--- src/rtl/srle_pkg.sv ---
// Package with shared constants and types of the silence run-length encoder.
`default_nettype none

package srle_pkg;

  localparam int unsigned CNT_W  = 15;
  localparam int unsigned WORD_W = 16;

  // A run opens when this many zero pairs have been seen in a row.
  localparam logic [CNT_W-1:0] RUN_START = CNT_W'(3);
  // A run is cut at this count and counting starts over.
  localparam logic [CNT_W-1:0] RUN_LIMIT = CNT_W'(16'h7FFF - 16'd1);

  typedef enum logic {
    CMD_PAIR  = 1'b0,
    CMD_FLUSH = 1'b1
  } srle_cmd_t;

  // One output word pair.
  typedef struct packed {
    logic [WORD_W-1:0] left_word;
    logic [WORD_W-1:0] right_word;
    logic              last_of_run;
  } srle_res_t;

  // The zero to two results that one input transaction produces.
  typedef struct packed {
    logic       valid;
    logic [1:0] num;
    srle_res_t  res0;
    srle_res_t  res1;
  } srle_batch_t;

endpackage

`default_nettype wire

--- src/rtl/srle_if.sv ---
// Stream interfaces for the input and result channels of the encoder.
`default_nettype none

interface srle_in_if;
  logic               valid;
  logic               ready;
  logic               command;
  logic signed [15:0] left_sample;
  logic signed [15:0] right_sample;

  modport source (output valid, output command, output left_sample, output right_sample,
                  input ready);
  modport sink   (input valid, input command, input left_sample, input right_sample,
                  output ready);
endinterface

interface srle_out_if;
  logic               valid;
  logic               ready;
  logic signed [15:0] left_word;
  logic signed [15:0] right_word;
  logic               last_of_run;

  modport source (output valid, output left_word, output right_word, output last_of_run,
                  input ready);
  modport sink   (input valid, input left_word, input right_word, input last_of_run,
                  output ready);
endinterface

`default_nettype wire

--- src/rtl/srle_core.sv ---
// Input register, run state and result formation of the encoder.
`default_nettype none

module srle_core
  import srle_pkg::*;
(
  input  wire logic         clk,
  input  wire logic         rst_n,
  input  wire logic         in_valid,
  output logic              in_ready,
  input  wire logic         in_command,
  input  wire logic [15:0]  in_left,
  input  wire logic [15:0]  in_right,
  input  wire logic         q_space,
  output srle_batch_t       batch
);

  logic              in_vld_r, in_vld_nxt;
  logic              cmd_r;
  logic [15:0]       left_r, right_r;
  logic [CNT_W-1:0]  cnt_r, cnt_nxt;
  logic              run_r, run_nxt;
  logic              advance;
  logic              in_acc;
  logic              zero_pair;
  logic [CNT_W-1:0]  cnt_inc;
  srle_res_t         pair_res, cnt_res;
  srle_batch_t       b;

  assign advance  = in_vld_r && q_space;
  assign in_ready = !in_vld_r || advance;
  assign in_acc   = in_valid && in_ready;

  assign zero_pair = (left_r == 16'd0) && (right_r == 16'd0);
  assign cnt_inc   = cnt_r + CNT_W'(1);

  always_comb begin
    pair_res = '{left_word: left_r, right_word: right_r, last_of_run: 1'b1};
    cnt_res  = '{left_word: {1'b0, cnt_r}, right_word: {1'b0, cnt_r}, last_of_run: 1'b1};
    b        = '0;
    cnt_nxt  = cnt_r;
    run_nxt  = run_r;
    if (srle_cmd_t'(cmd_r) == CMD_FLUSH) begin
      if (run_r) begin
        b.res0 = cnt_res;
        b.num  = 2'd1;
      end
      cnt_nxt = '0;
      run_nxt = 1'b0;
    end else begin
      if (!run_r) begin
        b.res0 = pair_res;
        b.num  = 2'd1;
      end
      if (zero_pair) begin
        cnt_nxt = cnt_inc;
        if (cnt_inc == RUN_START) begin
          run_nxt = 1'b1;
        end else if (cnt_inc == RUN_LIMIT) begin
          // The run is cut; its count goes out behind whatever came first.
          cnt_res.left_word  = {1'b0, cnt_inc};
          cnt_res.right_word = {1'b0, cnt_inc};
          if (run_r) begin
            b.res0 = cnt_res;
          end else begin
            b.res1 = cnt_res;
          end
          b.num   = run_r ? 2'd1 : 2'd2;
          cnt_nxt = '0;
          run_nxt = 1'b0;
        end
      end else begin
        if (run_r) begin
          b.res0             = cnt_res;
          b.res0.last_of_run = 1'b0;
          b.res1             = pair_res;
          b.num              = 2'd2;
          run_nxt            = 1'b0;
        end
        cnt_nxt = '0;
      end
    end
    b.valid = advance;
  end

  assign batch = b;

  always_comb begin
    if (in_acc) begin
      in_vld_nxt = 1'b1;
    end else if (advance) begin
      in_vld_nxt = 1'b0;
    end else begin
      in_vld_nxt = in_vld_r;
    end
  end

  always_ff @(posedge clk) begin
    if (!rst_n) begin
      in_vld_r <= 1'b0;
      cnt_r    <= '0;
      run_r    <= 1'b0;
    end else begin
      in_vld_r <= in_vld_nxt;
      if (advance) begin
        cnt_r <= cnt_nxt;
        run_r <= run_nxt;
      end
    end
  end

  always_ff @(posedge clk) begin
    if (in_acc) begin
      cmd_r   <= in_command;
      left_r  <= in_left;
      right_r <= in_right;
    end
  end

  a_run_count_high: assert property (@(posedge clk) disable iff (!rst_n)
    run_r |-> (cnt_r >= RUN_START)) else $error("open run with count below start");
  a_idle_count_low: assert property (@(posedge clk) disable iff (!rst_n)
    !run_r |-> (cnt_r < RUN_START)) else $error("count at start without open run");
  a_limit_bound: assert property (@(posedge clk) disable iff (!rst_n)
    cnt_r < RUN_LIMIT) else $error("run count reached limit and was kept");
  a_flush_clears: assert property (@(posedge clk) disable iff (!rst_n)
    (advance && cmd_r) |=> (cnt_r == '0 && !run_r)) else $error("flush left state");

endmodule

`default_nettype wire

--- src/rtl/srle_outq.sv ---
// Two-entry result register that drains the results of one transaction.
`default_nettype none

module srle_outq
  import srle_pkg::*;
(
  input  wire logic         clk,
  input  wire logic         rst_n,
  input  wire srle_batch_t  batch,
  output logic              q_space,
  output logic              out_valid,
  input  wire logic         out_ready,
  output srle_res_t         out_res
);

  logic [1:0] cnt_r, cnt_nxt;
  srle_res_t  slot0_r, slot1_r;
  logic       pop, push;

  assign out_valid = (cnt_r != 2'd0);
  assign pop       = out_valid && out_ready;
  // New results are taken only when the buffer is empty after this cycle.
  assign q_space   = (cnt_r == 2'd0) || ((cnt_r == 2'd1) && out_ready);
  assign push      = batch.valid && (batch.num != 2'd0);
  assign out_res   = slot0_r;

  always_comb begin
    if (push) begin
      cnt_nxt = batch.num;
    end else if (pop) begin
      cnt_nxt = cnt_r - 2'd1;
    end else begin
      cnt_nxt = cnt_r;
    end
  end

  always_ff @(posedge clk) begin
    if (!rst_n) begin
      cnt_r <= 2'd0;
    end else begin
      cnt_r <= cnt_nxt;
    end
  end

  always_ff @(posedge clk) begin
    if (push) begin
      slot0_r <= batch.res0;
      slot1_r <= batch.res1;
    end else if (pop) begin
      slot0_r <= slot1_r;
    end
  end

  a_push_into_empty: assert property (@(posedge clk) disable iff (!rst_n)
    push |-> ((cnt_r == 2'd0) || (cnt_r == 2'd1 && pop))) else $error("results overwritten");
  a_pair_first_not_last: assert property (@(posedge clk) disable iff (!rst_n)
    (cnt_r == 2'd2) |-> !slot0_r.last_of_run) else $error("first of two marked last");
  a_push_count: assert property (@(posedge clk) disable iff (!rst_n)
    push |=> (cnt_r == $past(batch.num))) else $error("result count lost");

endmodule

`default_nettype wire

--- src/rtl/silence_run_length_encoder.sv ---
// Data path: the first result of an input transaction passes through the input register and
//   then the result register before it is valid at the output.
// Throughput: one input transaction per cycle while each one yields at most one result and the
//   output is ready; a transaction that yields two results holds the input until the second of
//   them is taken, the two-entry result register being the limit.
// Reset: synchronous, active low; clears the run count, the run flag and all valid state.
`default_nettype none

module silence_run_length_encoder
  import srle_pkg::*;
(
  input  wire logic  clk,
  input  wire logic  rst_n,
  srle_in_if.sink    in_ch,
  srle_out_if.source out_ch
);

  // Handshake between the core and the result register.
  srle_batch_t batch;
  logic        q_space;
  srle_res_t   out_res;
  logic        in_ready;
  logic        out_valid;

  // The core registers each input transaction, then forms its results from the registered
  // pair and the run state in one pass, updating the state when the results move on.
  srle_core u_core (
    .clk        (clk),
    .rst_n      (rst_n),
    .in_valid   (in_ch.valid),
    .in_ready   (in_ready),
    .in_command (in_ch.command),
    .in_left    (in_ch.left_sample),
    .in_right   (in_ch.right_sample),
    .q_space    (q_space),
    .batch      (batch)
  );

  // The result register holds up to two results and hands them out one per transaction.
  srle_outq u_outq (
    .clk       (clk),
    .rst_n     (rst_n),
    .batch     (batch),
    .q_space   (q_space),
    .out_valid (out_valid),
    .out_ready (out_ch.ready),
    .out_res   (out_res)
  );

  assign in_ch.ready        = in_ready;
  assign out_ch.valid       = out_valid;
  assign out_ch.left_word   = $signed(out_res.left_word);
  assign out_ch.right_word  = $signed(out_res.right_word);
  assign out_ch.last_of_run = out_res.last_of_run;

endmodule

`default_nettype wire
--- src/flat_wrapper.sv ---
// flat-port wrapper written by rule: the top's interface ports become plain ports
module silence_run_length_encoder_flat import srle_pkg::*;
  (clk, rst_n, in_ch_valid, in_ch_command, in_ch_left_sample, in_ch_right_sample, in_ch_ready, out_ch_valid, out_ch_left_word, out_ch_right_word, out_ch_last_of_run, out_ch_ready);
  srle_in_if in_ch_i ();
  srle_out_if out_ch_i ();
  input  wire logic clk;
  input  wire logic rst_n;
  input wire logic [$bits(in_ch_i.valid)-1:0] in_ch_valid;
  input wire logic [$bits(in_ch_i.command)-1:0] in_ch_command;
  input wire logic [$bits(in_ch_i.left_sample)-1:0] in_ch_left_sample;
  input wire logic [$bits(in_ch_i.right_sample)-1:0] in_ch_right_sample;
  output wire logic [$bits(in_ch_i.ready)-1:0] in_ch_ready;
  output wire logic [$bits(out_ch_i.valid)-1:0] out_ch_valid;
  output wire logic [$bits(out_ch_i.left_word)-1:0] out_ch_left_word;
  output wire logic [$bits(out_ch_i.right_word)-1:0] out_ch_right_word;
  output wire logic [$bits(out_ch_i.last_of_run)-1:0] out_ch_last_of_run;
  input wire logic [$bits(out_ch_i.ready)-1:0] out_ch_ready;
  assign in_ch_i.valid = in_ch_valid;
  assign in_ch_i.command = in_ch_command;
  assign in_ch_i.left_sample = in_ch_left_sample;
  assign in_ch_i.right_sample = in_ch_right_sample;
  assign in_ch_ready = in_ch_i.ready;
  assign out_ch_valid = out_ch_i.valid;
  assign out_ch_left_word = out_ch_i.left_word;
  assign out_ch_right_word = out_ch_i.right_word;
  assign out_ch_last_of_run = out_ch_i.last_of_run;
  assign out_ch_i.ready = out_ch_ready;
  silence_run_length_encoder u_core (.clk(clk), .rst_n(rst_n), .in_ch(in_ch_i), .out_ch(out_ch_i));
endmodule
--- config.mk ---
export PLATFORM = sky130hd
export DESIGN_NAME = silence_run_length_encoder_flat
export DESIGN_NICKNAME = d
export VERILOG_FILES = /design/src/rtl/srle_pkg.sv /design/src/rtl/srle_if.sv /design/src/rtl/srle_core.sv /design/src/rtl/srle_outq.sv /design/src/rtl/silence_run_length_encoder.sv /design/src/flat_wrapper.sv
export SDC_FILE = /design/constraint.sdc
export NUM_CORES = 1
export LEC_CHECK = 0
export BUFFER_PORTS_ARGS = -buffer_cell sky130_fd_sc_hd__buf_4
export CORE_ASPECT_RATIO = 0.9
export CORE_UTILIZATION = 53
export CTS_CLUSTER_DIAMETER = 150
export CTS_CLUSTER_SIZE = 25
export DETAILED_ROUTE_END_ITERATION = 10
export PLACE_DENSITY_LB_ADDON = 0.12
export SLEW_MARGIN = 25
export SYNTH_ARGS = -nofsm -noshare
export SYNTH_HDL_FRONTEND = slang
export SYNTH_SLANG_ARGS = --single-unit
--- constraint.sdc ---
create_clock -name clk -period 4.35 [get_ports clk]
set_input_delay 0.6525 -clock clk [delete_from_list [all_inputs] [get_ports clk]]
set_output_delay 0.6525 -clock clk [all_outputs]
set_load 0.02 [all_outputs]
==> results of run 1 <==
-- cell families after synthesis --
kind of cell / count (synthesis) / synth area share
AND/OR/NAND/NOR: 187 / 0.158
flip-flops: 118 / 0.567
AO/OA/AOI/OAI: 91 / 0.117
buffers and inverters: 53 / 0.0476
multiplexers: 35 / 0.0852
XOR/XNOR: 7 / 0.0104
adder cells (fa/ha/maj): 7 / 0.0148
-- registers in the layout (all words and copies together), names as in the netlist --
register	flops
u_core.u_core.in_vld_r	1
u_core.u_core.left_r	16
u_core.u_core.run_r	1
u_core.u_core.cmd_r	1
u_core.u_core.cnt_r	15
u_core.u_core.right_r	16
u_core.u_outq.slot1_r	33
u_core.u_outq.cnt_r	2
u_core.u_outq.out_res	33
-- what timing repair did --
item / in CTS / in global routing
endpoints found under the setup margin: 0 / 24
resized for setup: 0 / 1
hold buffers: 0 / 0
-- worst reg2reg max path, cell delays in order (launching register included) --
cell	delay (ns)
dfxtp_1	0.51
ha_1	0.35
nand3_1	0.17
or3_1	0.41
a221oi_2	0.42
and3_1	0.26
ha_1	0.27
nor4_1	0.27
nor3_1	0.07
mux2_4	0.41
buf_12	0.27
mux2_4	0.36
-- synth_stat cells (all sizes together), types with 2 or more instances --
cell type and number:
a211oi 2, nor2b 2, xnor2 6, edfxtp 99, clkbuf 22, o22ai 4, inv 12, or4 7
buf 18, a21o 3, a221oi 2, a21oi 19, a221o 26, and2 4, o32ai 3, dfxtp 19
nor3 10, nor2 12, and4 4, nand2 97, nand4 6, o211ai 4, o21ai 17, or3 7
mux2 32, mux2i 3, nand3 13, nand2b 2, and3 5, nor4 14, ha 7, a22oi 2
-- metrics by stage --
step / hold slack (ns) / setup slack (ns) / util / std cells
floorplan: 0.488 / 0.253 / - / 498
global placement: 0.504 / 0.359 / 0.601 / 693
detailed placement: 0.534 / 0.294 / 0.601 / 693
CTS: 0.402 / 0.260 / 0.653 / 725
global route: 0.398 / 0.100 / 0.654 / 725
finish: 0.414 / 0.356 / 0.654 / 725
-- worst paths after layout --
path / from / to / depth (start not counted)
max: u_core.u_core.cnt_r[1] / u_core.u_outq.out_res[17] / 11
min: in_ch_right_sample[9] / u_core.u_core.right_r[9] / 1
min reg2reg: u_core.u_outq.slot1_r[21] / u_core.u_outq.out_res[21] / 1
max reg2reg: u_core.u_core.cnt_r[1] / u_core.u_outq.out_res[17] / 11
-- placed cells by master (no fill, tap or decap), types with 3 or more instances in the layout --
cell type | synthesis | final
o211ai_1 | 4 | 4
nor3_1 | 9 | 8
nand4_1 | 6 | 6
edfxtp_1 | 99 | 99
o32ai_1 | 3 | 3
clkinv_1 | 1 | 5
inv_1 | 12 | 12
dfxtp_1 | 19 | 18
nand2_1 | 96 | 96
nand3_1 | 13 | 13
and2_1 | 4 | 4
bufinv_16 | 0 | 3
ha_1 | 7 | 7
xnor2_1 | 6 | 6
mux2_4 | 27 | 27
a21o_1 | 3 | 3
or4_1 | 6 | 6
clkbuf_1 | 22 | 4
mux2_2 | 5 | 5
or3_1 | 7 | 7
buf_4 | 3 | 82
a21oi_1 | 19 | 18
o22ai_1 | 4 | 4
and4_1 | 4 | 4
nor2_1 | 12 | 11
and3_1 | 5 | 5
o21ai_0 | 15 | 15
a221o_1 | 26 | 26
clkbuf_16 | 0 | 17
nor4_1 | 12 | 12
-- metal layers --
layer,track usage,vias to the layer above,routed length (um)
li1,-,2007,-
met1,0.354,2087,6220
met2,0.406,188,6700
met3,0.0700,11,1090
met4,0.0810,0,155
met5,0,-,0
-- power by group through the flow --
| stage | Sequential (mW) | Combinational [mW] | Clock (mW) |
|---|---|---|---|
| final | 1.47 | 0.527 | 1.37 |
| after global routing | 1.48 | 0.569 | 1.43 |
| after CTS | 1.47 | 0.532 | 1.38 |
| after detailed placement | 1.48 | 0.530 | 0 |
| after global placement | 1.49 | 0.516 | 0 |
| after floorplan | 1.55 | 0.256 | 0 |
-- cell type report --
type / count / area (sq um) / area share
sequential: 118 / 3350 / 0.473
inverter: 13 / 48.8 / 0.00688
timing repair buffer: 83 / 636 / 0.0896
clock buffer: 21 / 440 / 0.0621
multi-input combinational: 327 / 2290 / 0.323
tap: 152 / 190 / 0.0268
clock inverter: 11 / 133 / 0.0187
==> flow_summary.toml, run 1 <==
[clock_tree]
cts_tree = "done"
clkLatencyLatePin_ns = 0.41
cts_buffers = 17
htree_num_levels = 4
post-cts-setup-buffers = 0
cts_root_buf = "clkbuf_16"
clockBufferDepth = 2
cts.sinks = 118
path_clk_slew_ns = 0.05

[critical_path]
required_ns = 4.51
cp-start-kind = "flop"
path_cells = "ha_1 > nand3_1 > or3_1 > a221oi_2 > and3_1 > ha_1 > nor4_1 > nor3_1 > mux2_4 > buf_12 > mux2_4"
end_kind = "flop"
r2r_slack_ns = 0.36
cp_slowest_cell = "dfxtp_1"
crit_buf_inv = 1
path_class = "flop to flop"
critPathArrivalTime_ns = 4.15
cpPeakStageDelay_ns = 0.51
crit_family = "simple AND/OR/NAND/NOR gates"
cp_max_fo = 49

[place]
placed_cell_area_sq_mm = 0.00652
hpwlAfterDp_um = 9240
numPortBuffers = 71
place_congestion = 0.877

[sta]
rsz0062_at_grt = "no"
setup_viol = 0
finalCritPeriodShare = 0.918
clock_skew_ns = 0.0119
min_period_ns = 3.99
tightest_slew_ns = 0.836
slew_headroom = 0.438
setup-tns-final_ns = 0
finalHoldViolCount = 0
fmax_mhz = 250
slew_violations = 0

[pwr]
internal_power_mw = 2.51
p_clk_frac = 0.407
p_comb_frac = 0.157
power.share.sequential = 0.436
pwr_density_cell_mw_per_mm2 = 473
p_switching_uw = 844
power_leakage_nw = 2.69
ir_drop_uv = 387
sw_frac_of_total = 0.251
fin_total_pwr_mw = 3.36

[synthesis]
synth.net_count = 542
async_flop_share = 0
avgSynthCellArea_sq_um = 11.9
synth.top_cell.area_share = 0.503
synth_seq_cells = 118
ys.warnings.count = 0
netlist_area_sq_mm = 0.00592
synthDistinctLibCells = 61
yosysSeqAreaShare = 0.567
netlist.top_cell.by_area = "edfxtp_1"
netlist_instances = 498
ys_top_cells_by_area = "edfxtp_1 50%, mux2_4 6.9%, dfxtp_1 6.4%"
synth_edf_count = 99
ys.flop_type = "edfxtp_1"

[die]
die_x_um = 113
die_y_um = 102
core_sq_mm = 0.0109
start_util = 0.545
row_count = 36
io_pins = 72
die_area_sq_mm = 0.0116

[global_route]
grt_max_degree = 50
gr-total-overflow = 0
first_global_vias = 4017
grt_pass1_wl_um = 21900
grt_antenna_before_repair = 0
gr-usage-all-layers = 0.259

[final_layout]
antenna_cells = 0
fin_nets = 604
finalInstanceArea_sq_mm = 0.00709
fillers = 794
drive_above_1_share = 0.269
syn2layout_area_growth_pct = 19.9

[routing]
routedWlPerCell_um = 19.6
drcViolationCount = 0
post_drt_via_cell_ratio = 5.92
vias = 4293
antenna_left = 0
routed_wirelength_um = 14200
first_pass_iters = 6
dr.first_iter.drc_count = 337

[worst_hold_path]
min_path_type = "input pin to flop"

[flow_run]
maxCapViolCount = 0

[outcome]
status = "finished clean"
No activity file was read; power rests on OpenSTA's default activity.
==> run 2: changes to the inputs <==
ABC_AREA = 1   (was not set)
==> flow_summary.toml, run 2 <==
[critical_path]
required_ns = 4.41
timing.rr.start = "u_core.u_core.cnt_r[1]"
crit_buf_inv = 3
path_class = "flop to flop"
path_common_cell = "nand2_2"
cp_max_fo = 34
path_cells = "ha_1 > nand2_1 > nor2_2 > nand2_2 > o21bai_1 > nand2_2 > nor2_1 > nand4_1 > nor2_1 > ha_1 > nand3_1 > nand2_2 > clkinv_1 > nand3_4 > nand2_4 > inv_1 > buf_4"
r2r_end = "u_core.u_outq.slot1_r[22]"
critPathArrivalTime_ns = 3.56
r2r_slack_ns = 0.85
r2r_cells = 17
end_kind = "flop"
cpPeakStageDelay_ns = 0.51
cp-start-kind = "flop"
cp_slowest_cell = "dfxtp_1"
crit_family = "simple AND/OR/NAND/NOR gates"

[pwr]
p_comb_frac = 0.143
p_clk_frac = 0.416
power.share.sequential = 0.441
p_switching_uw = 894
internal_power_mw = 2.34
pwr_density_cell_mw_per_mm2 = 451
sw_frac_of_total = 0.276
ir_drop_uv = 373
power_leakage_nw = 2.96

[die]
die_x_um = 114
row_count = 36
start_util = 0.548
die_y_um = 103
core_sq_mm = 0.0109
die_area_sq_mm = 0.0118
io_pins = 72

[clock_tree]
clkLatencyLatePin_ns = 0.42
post_cts.resized_instances = 0
clockBufferDepth = 2
path_clk_slew_ns = 0.06
cts_root_buf = "clkbuf_16"
post-cts-setup-buffers = 0
postCtsHoldBufs = 0
cts_buffers = 17
cts_tree = "done"
htree_num_levels = 4
cts.sinks = 118

[synthesis]
synth_seq_cells = 118
ys_top_cells_by_area = "edfxtp_1 50%, nand2_1 9.6%, dfxtp_1 6.3%"
synthDistinctLibCells = 40
ys.flop_type = "edfxtp_1"
synth_most_common_cell = "nand2_1"
netlist_area_sq_mm = 0.00600
async_flop_share = 0
synth.top_cell.area_share = 0.495
synth_edf_count = 99
synth.net_count = 681
avgSynthCellArea_sq_um = 9.42
ys.warnings.count = 0
synth_commonest_cells = "154 x nand2_1, 99 x edfxtp_1, 61 x inv_1"
netlist.top_cell.by_area = "edfxtp_1"
yosysSeqAreaShare = 0.559
netlist_instances = 637

[flow_run]
maxCapViolCount = 0

[place]
numPortBuffers = 71
hpwlAfterDp_um = 10400
place_congestion = 0.867

[routing]
antenna_left = 0
vias = 4756
post_drt_via_cell_ratio = 5.47
routedWlPerCell_um = 17.0
drcViolationCount = 0
dr.first_iter.drc_count = 493
first_pass_iters = 5
routed_wirelength_um = 14800

[sta]
min_period_ns = 3.50
rsz0062_at_grt = "no"
tightest_slew_ns = 0.941
setup-tns-final_ns = 0
finalHoldViolCount = 0
fmax_mhz = 285
finalCritPeriodShare = 0.806
clock_skew_ns = 0.0109
setup_viol = 0
slew_violations = 0
slew_headroom = 0.370

[final_layout]
fillers = 886
antenna_cells = 0
drive_above_1_share = 0.209
final_cell_mix = "154 x nand2_1, 99 x edfxtp_1, 80 x buf_4, 60 x inv_1, 36 x nor2_1"
fin_nets = 749
layout_commonest_cell = "nand2_1"
final_util = 0.656
syn2layout_area_growth_pct = 19.7

[global_route]
grt_antenna_before_repair = 0
gr-total-overflow = 0
grt_max_degree = 42
gr-usage-all-layers = 0.269
grt_pass1_wl_um = 23300
first_global_vias = 4471

[outcome]
status = "finished clean"

[worst_hold_path]
min_to = "u_core.u_core.right_r[2]"
holdPathStages = 1
min_from = "in_ch_right_sample[2]"
min_path_type = "input pin to flop"
## run 2: changes by cell type after synthesis, sizes merged, moves of 9 or more
cell | before | now
a21boi | 1 | 30
a221o | 26 | 0
nor2 | 12 | 43
o21ai | 17 | 58
nor3 | 10 | 1
nand3 | 13 | 35
o211ai | 4 | 16
inv | 12 | 62
nand2 | 97 | 176
mux2 | 32 | 0
nor4 | 14 | 5
## run 2: worst max-delay path by stage
stage / from / to / slack [ns] / depth (start not counted)
after floorplan: u_core.u_core.cnt_r[1] / u_core.u_outq.slot1_r[0] / 1.01 / 17
after global placement: u_core.u_core.cnt_r[1] / u_core.u_outq.slot1_r[14] / 1.02 / 17
after detailed placement: u_core.u_core.cnt_r[1] / u_core.u_outq.slot1_r[14] / 0.90 / 17
after CTS: u_core.u_core.cnt_r[1] / u_core.u_outq.slot1_r[5] / 0.89 / 17
after global routing: u_core.u_core.cnt_r[1] / u_core.u_outq.out_res[6] / 0.52 / 17
final: u_core.u_core.cnt_r[1] / u_core.u_outq.slot1_r[22] / 0.85 / 17
## run 2: worst reg2reg max path: cells and delay by family (launching register included)
| kind | cells | cell delay (ns) |
|---|---|---|
| fa+ha+maj | 2 | 0.51 |
| flops | 1 | 0.51 |
| simple gates | 11 | 1.36 |
| compound gates | 1 | 0.16 |
| buf+inv | 3 | 0.57 |
## run 2: per-stage QoR
stage	setup slack, ns	power [mW]	cells	hold WS, ns	instance area, sq um
5_1_grt	0.525	3.35	870	0.392	7180
2_1_floorplan	1.01	1.72	637	0.494	6000
3_5_place_dp	0.904	1.91	838	0.510	6610
3_3_place_gp	1.02	1.90	838	0.498	6610
6_report	0.845	3.24	870	0.405	7180
4_1_cts	0.886	3.25	870	0.392	7180
## run 2: layout make-up
cell class	count	area, sq um	area share
clock buffer	18	429	0.0597
clock inverter	14	141	0.0197
inverter	66	248	0.0345
multi-input combinational	422	2220	0.309
sequential	118	3350	0.467
tap	152	190	0.0265
timing repair buffer	80	601	0.0836
## run 2: power groups by stage
stage                     sequential [mW]  clock [mW]  combinational (mW)
after CTS                            1.43        1.36               0.465
after floorplan                      1.51           0               0.209
final                                1.43        1.35               0.461
after global routing                 1.44        1.40               0.508
after global placement               1.45           0               0.454
after detailed placement             1.45           0               0.463
## run 2: cell families (layout without fill, tap and decap cells)
kind of cell,count (synthesis),in the layout,share of synthesized area
xor+xnor,3,3,0.00438
buf+inv,97,178,0.0713
flops,118,118,0.559
compound gates,136,136,0.143
fa+ha+maj,7,7,0.0146
simple gates,276,276,0.208
## run 2: routing by layer
metal  global-route usage  part of all wire  vias up
met5                    0                 0        -
met4                0.116             0.021        0
met3               0.0558             0.077       25
met2                0.406              0.43      236
met1                0.379              0.47     2171
li1                     -                 -     2324
